--- src/hkv_pkg.sv ---
// shared constants, codes and the hash step function of the hashed key/value table
package hkv_pkg;

   localparam int BUCKETS  = 32;
   localparam int WAYS     = 4;
   localparam int SLOTS    = BUCKETS * WAYS;
   localparam int BUCKET_W = (BUCKETS > 1) ? $clog2(BUCKETS) : 1;
   localparam int FILL_W   = $clog2(WAYS + 1);
   localparam int TOT_W    = ($clog2(SLOTS + 1) > 8) ? $clog2(SLOTS + 1) : 8;
   localparam int ROW_W    = WAYS * 64;
   localparam int STEPS    = 6;
   localparam int STEP_W   = 3;

   localparam logic [31:0] HC0 = 32'h7ED55D16;
   localparam logic [31:0] HC1 = 32'hC761C23C;
   localparam logic [31:0] HC2 = 32'h165667B1;
   localparam logic [31:0] HC3 = 32'hD3A2646C;
   localparam logic [31:0] HC4 = 32'hFD7046C5;
   localparam logic [31:0] HC5 = 32'hB55A4F09;

   localparam logic [STEP_W-1:0] LAST_STEP = STEP_W'(STEPS - 1);

   localparam logic OP_INSERT = 1'b0;
   localparam logic OP_LOOKUP = 1'b1;

   localparam logic [1:0] STAT_OK   = 2'd0;
   localparam logic [1:0] STAT_MISS = 2'd1;
   localparam logic [1:0] STAT_FULL = 2'd2;

   // one step of the integer mix, an add and/or xor chain selected by the step index
   function automatic logic [31:0] mix_step(input logic [31:0] a, input logic [STEP_W-1:0] step);
      logic [31:0] r;
      case (step)
         3'd0: r = (a + HC0) + (a << 12);
         3'd1: r = (a ^ HC1) ^ (a >> 19);
         3'd2: r = (a + HC2) + (a << 5);
         3'd3: r = (a + HC3) ^ (a << 9);
         3'd4: r = (a + HC4) + (a << 3);
         3'd5: r = (a ^ HC5) ^ (a >> 16);
         default: r = a;
      endcase
      return r;
   endfunction

endpackage

--- src/hkv_hash.sv ---
// iterative key hash, one mix step per cycle
module hkv_hash (
   input  logic        clock,
   input  logic        reset,
   input  logic        start,
   input  logic [31:0] key,
   output logic        done,
   output logic [31:0] hash
);
   import hkv_pkg::*;

   logic              run_ff, run_in;
   logic              done_ff, done_in;
   logic [STEP_W-1:0] step_ff, step_in;
   logic [31:0]       a_ff, a_in;

   always_comb begin
      run_in  = run_ff;
      done_in = 1'b0;
      step_in = step_ff;
      a_in    = a_ff;
      if (start) begin
         run_in  = 1'b1;
         step_in = '0;
         a_in    = key;
      end else if (run_ff) begin
         a_in    = mix_step(a_ff, step_ff);
         step_in = step_ff + 1'b1;
         if (step_ff == LAST_STEP) begin
            run_in  = 1'b0;
            done_in = 1'b1;
         end
      end
   end

   always_ff @(posedge clock) begin
      if (reset) begin
         run_ff  <= 1'b0;
         done_ff <= 1'b0;
         step_ff <= '0;
      end else begin
         run_ff  <= run_in;
         done_ff <= done_in;
         step_ff <= step_in;
      end
      a_ff <= a_in;
   end

   assign done = done_ff;
   assign hash = a_ff;

endmodule

--- config.mk ---
export PLATFORM = sky130hd
export DESIGN_NAME = hkv_hash
export DESIGN_NICKNAME = d
export VERILOG_FILES = /design/src/hkv_pkg.sv /design/src/hkv_hash.sv
export SDC_FILE = /design/constraint.sdc
export NUM_CORES = 1
export LEC_CHECK = 0
export BUFFER_PORTS_ARGS = -buffer_cell sky130_fd_sc_hd__buf_4
export CORE_ASPECT_RATIO = 2
export CORE_MARGIN = 2
export CORE_UTILIZATION = 57
export DETAILED_ROUTE_END_ITERATION = 16
export GPL_TIMING_DRIVEN = 0
export PLACE_DENSITY_LB_ADDON = 0.15
export SYNTH_ARGS = -nofsm -noshare
export SYNTH_HDL_FRONTEND = slang
export SYNTH_SLANG_ARGS = --single-unit
--- constraint.sdc ---
create_clock -name clock -period 4.4 [get_ports clock]
set_input_delay 0.44 -clock clock [delete_from_list [all_inputs] [get_ports clock]]
set_output_delay 0.44 -clock clock [all_outputs]
set_load 0.005 [all_outputs]
After elaboration in Yosys (flattened, before gate mapping). Index checks and enable logic that the tools add are counted.

Register bits: 37. Bits of input ports: 35. Output and inout port bits: 33. Logic and storage cells: 36.

Add/sub/neg operators: 8. Eq/ne operators: 5. Mux-type cells: 7. Bitwise operators: 6. Reductions and logical operators: 6.

Operators with widths (number): $pmux 32 s6 (1); $add 32x32->32 (3); $add 32x32->32 const B (2); $mux 32 (2); $add 32x29->32 const B (1); $add 32x31->32 const B (1); $xor 32x13->32 (1); $xor 32x16->32 (1); $xor 32x32->32 (1); $not 16->16 (1); $not 15->15 (1); $reduce_bool 7->1 (1); $eq 3x2->1 const B (2); $eq 3x3->1 const B (2); $mux 1 (4); $add 3x1->3 const B (1); $eq 3x1->1 const B (1); $logic_not 3->1 (1); $reduce_or 3->1 (1); $reduce_and 2->1 (1); $reduce_bool 2->1 (1); $reduce_or 2->1 (1); $not 1->1 (1).

Depth between registers and ports, before layout.
Word-level depth: 5. Gate-level depth with buffers: 16. Depth with buffers taken out: 14.

Worst setup path before layout. Ideal clock, no wire load.

Kind: register to register. Start: reg a_ff[10], in the netlist hash[10]. End: reg a_ff[21], in the netlist hash[21], data pin. Setup time: 0.256 ns. Arrival: 3.629 ns. Data required time: 4.144 ns. Path slack: 0.514 ns. Cell stages (with the launch flop): 17. Buffers on the path: 2. Period minus slack after synthesis: 3.886 ns. Cells stage by stage: edfxtp_1 clkbuf_1 inv_1 ha_1 inv_1 ha_1 buf_6 a211o_1 a21oi_2 a21oi_1 a221o_1 o31a_1 a31oi_4 xnor2_1 a221oi_1 o21ai_1 a22o_1.

Longest elaborated chain between the ends: 5. Elaborated cells on any way between the ends: 11. Those cells by class: add/sub (7); mux (3); bitwise (1).

RTL lines: start, declared (line hkv_hash.sv:15) `logic [31:0] a_ff, a_in;`; start signal, assigned (line hkv_hash.sv:46) `a_ff <= a_in;`; $add 32x32->32, or another cell as far along (2 in a row) (line hkv_pkg.sv:38) `3'd4: r = (a + HC4) + (a << 3);`; $pmux 32 s6 * (line hkv_pkg.sv:33) `case (step)`; $mux 32 * (line hkv_hash.sv:26) `end else if (run_ff) begin`; $mux 32 * (line hkv_hash.sv:22) `if (start) begin`; net a_in[21] (line hkv_hash.sv:15).

The timed path passes the listed nets; every way through them passes the cells marked *. The select of a mux whose other input is x is not followed. A chain may end at the register's enable or synchronous reset.

Worst setup path after layout.
Start: reg a_ff[5], in the netlist hash[5]. End: reg a_ff[29], in the netlist hash[29], data pin.

The elaborated chain is that of the path after synthesis.

==> out/qor.csv <==
stage,metric,value,unit
status,run_status,completed,
floorplanning,start_util,58.1,%
routing,vias_per_cell,6.81,
synth,synth_nets,1364,
synth,ys.flop_type,edfxtp_1,
cts,cts-buffers-inserted,5,
synth,yosysUniqueCellTypes,74,
synth,syn_avg_cell_area,7.64,um^2
synth,synth-edff-count,32,
setup_path,cpMaxStageDelayCell,edfxtp_1,
synth,ys_ff_latch,37,
setup_path,path_cells,inv_2 > ha_1 > inv_1 > ha_1 > buf_6 > a211o_1 > a21oi_2 > a21oi_1 > a221o_1 > o31a_1 > a31oi_4 > o41a_1 > xnor2_1 > a221oi_1 > o32ai_1,
cells_and_area,diodes,0,
floorplanning,ioPinCount,68,
cts,cts-htree-levels,2,
routing,drtIter0Drc,925,
setup_path,arrival,4390,ps
global_routing,grt_pass1_wl,58.9,mm
cells_and_area,final_common_cell,ha_1,
setup_path,cp_common_cell,ha_1,
global_routing,antenna_found_initial,2,
place,placedCellCount,1423,
sta,fin_crit,4360,ps
floorplanning,core_region_area,15200,um^2
sta,setup_viol,0,
global_routing,grt_max_degree,18,
cells_and_area,fill_cells,1427,
floorplanning,die_y,180,um
routing,num_vias,9990,
global_routing,grt-ovfl-total,0,
hold_path,hp-class,in -> reg,
cells_and_area,final_cell_mix,"170 x ha_1, 128 x inv_1, 106 x buf_4",
setup_path,critPathCaptureType,flop,
setup_path,startpoint_type,flop,
global_routing,grtUsageTotal,47.8,%
setup_path,cp_num_buf_inv,3,
sta,slew_viol_final,0,
setup_path,critical_path_peak_fanout,7,
sta,fmax,229,MHz
cells_and_area,layout-drive-gt1-share,12.4,%
cts,clockBufferDepth,2,
cells_and_area,fin_nets,1474,
flow_run,cap_viol_max_count,0,
synth,ys_seq_area_share,12.0,%
floorplanning,die_area,16600,um^2
sta,tightest_slew,1200,ps
floorplanning,row_count,64,
routing,wire_per_inst,27.1,um
routing,dr.pass1.iters,7,
setup_path,crit_family,compound AO/OA/AOI/OAI gates,
routing,final_antenna_net_count,0,
routing,wirelength,39.7,mm
place,dp_hpwl,30.8,mm
sta,fin_crit_sh,99.1,%
floorplanning,dieWidth,92.1,um
cts,clkTransAtPathRegs,70,ps
synth,ys_warn_count,0,
global_routing,grt_pass1_vias,10161,
cts,tritoncts,yes,
setup_path,worstSetupPathType,reg -> reg,
cts,clkLatencyLatePin,310,ps
synth,syn_inst,1158,
setup_path,crit_required,4430,ps
cts,clkSinkCount,37,
setup_path,critPathMaxStageDelay,600,ps
synth,async_flop_share,0,%
cells_and_area,stdcell_count,1467,
cts,root_buffer,clkbuf_16,
routing,drc,0,
place,globalplace.congestion,1.08,
place,numPortBuffers,67,
sta,hold_viol_final,0,
cells_and_area,syn2layout_area_growth,15.2,%
sta,rsz0062_at_grt,false,
synth,netlist_area,8850,um^2
sta,relSlewSlack,19.6,%
sta,skew,8.60,ps
==> final cells by class <==
cell class | count | area, um^2 | area share [%]
Clock inverter | 2 | 35.0 | 0.344
Inverter | 139 | 537 | 5.27
Sequential cell | 37 | 1060 | 10.4
Timing Repair Buffer | 104 | 781 | 7.66
Multi-Input combinational cell | 929 | 7170 | 70.4
Buffer | 52 | 231 | 2.27
Clock buffer | 6 | 129 | 1.26
Tap cell | 198 | 248 | 2.43
==> path summary, 6_finish.rpt <==
| check | slack (ps) | startpoint | cells past startpoint | to |
|---|---|---|---|---|
| worst max-delay path | 40 | hash[5] | 15 | hash[29] |
| worst min-delay path | 330 | reset | 2 | run_ff |
| worst max register to register | 40 | hash[5] | 15 | hash[29] |
| worst min register to register | 580 | step_ff[1] | 2 | step_ff[1] |
==> state kept, by name, summed over array words and instances (netlist names) <==
signal	cells
run_ff	1
step_ff	3
done	1
hash	32
==> logic make-up after synthesis <==
| group | Yosys count | synth area share, % |
|---|---|---|
| AO/OA/AOI/OAI | 357 | 27.0 |
| XOR/XNOR | 138 | 13.7 |
| adder cells (fa/ha/maj) | 171 | 24.3 |
| buffers and inverters | 192 | 8.33 |
| flip-flops | 37 | 12.0 |
| multiplexers | 11 | 1.24 |
| AND/OR/NAND/NOR | 252 | 13.5 |
==> per-stage QoR <==
stage	setup slack (ps)	hold WS [ps]	TNS (ps)	util, %	cell area, um^2
finish	40.7	326	0	67.0	10200
global route	0.930	334	0	67.0	10200
CTS	8.03	331	0	65.1	9910
detailed placement	-588	559	-4620	63.1	9600
global placement	-525	551	-4270	63.1	9600
floorplan	514	512	0	-	8850
==> cell usage after synthesis (all sizes together), types with 4 or more instances <==
library cell,count,share of area [%]
o211ai,4,0.34
a31o,4,0.40
o21a,15,1.3
o31ai,7,0.59
nor3,22,1.2
o21bai,7,0.59
and3,6,0.42
o22ai,19,1.3
xor2,42,4.2
buf,6,0.44
inv,136,5.8
a31oi,16,1.3
o31a,4,0.40
nand2,82,3.5
a221oi,18,1.8
edfxtp,32,11
a21o,30,2.5
xnor2,96,9.5
a211oi,13,1.1
o22a,4,0.40
ha,170,24
o41ai,4,0.40
mux2i,11,1.2
and2,4,0.28
clkbuf,47,2.0
a21oi,87,5.0
dfxtp,5,1.1
or3,6,0.42
nor2b,15,1.1
o221ai,16,1.6
nor2,59,2.5
nand3,21,1.2
nand2b,12,0.85
nand4,8,0.57
o21ai,71,4.0
nand3b,4,0.34
==> layer usage <==
metal / global-route usage (%) / wire length (um) / up-vias
met2: 79.7 / 19100 / 696
met1: 44.4 / 12100 / 4552
li1: - / - / 4409
met4: 50.6 / 5280 / 2
met5: 0 / 11 / -
met3: 12.5 / 3330 / 331
==> timing repair <==
item,in CTS,in global routing
gates resized for setup,19,22
pin swaps,1,1
hold buffers,0,0
buffers inserted,10,27
setup endpoints to repair,15,12
Power is not shown: default switching activity piles up to over one toggle a cycle in this logic, so the estimate is an artifact.
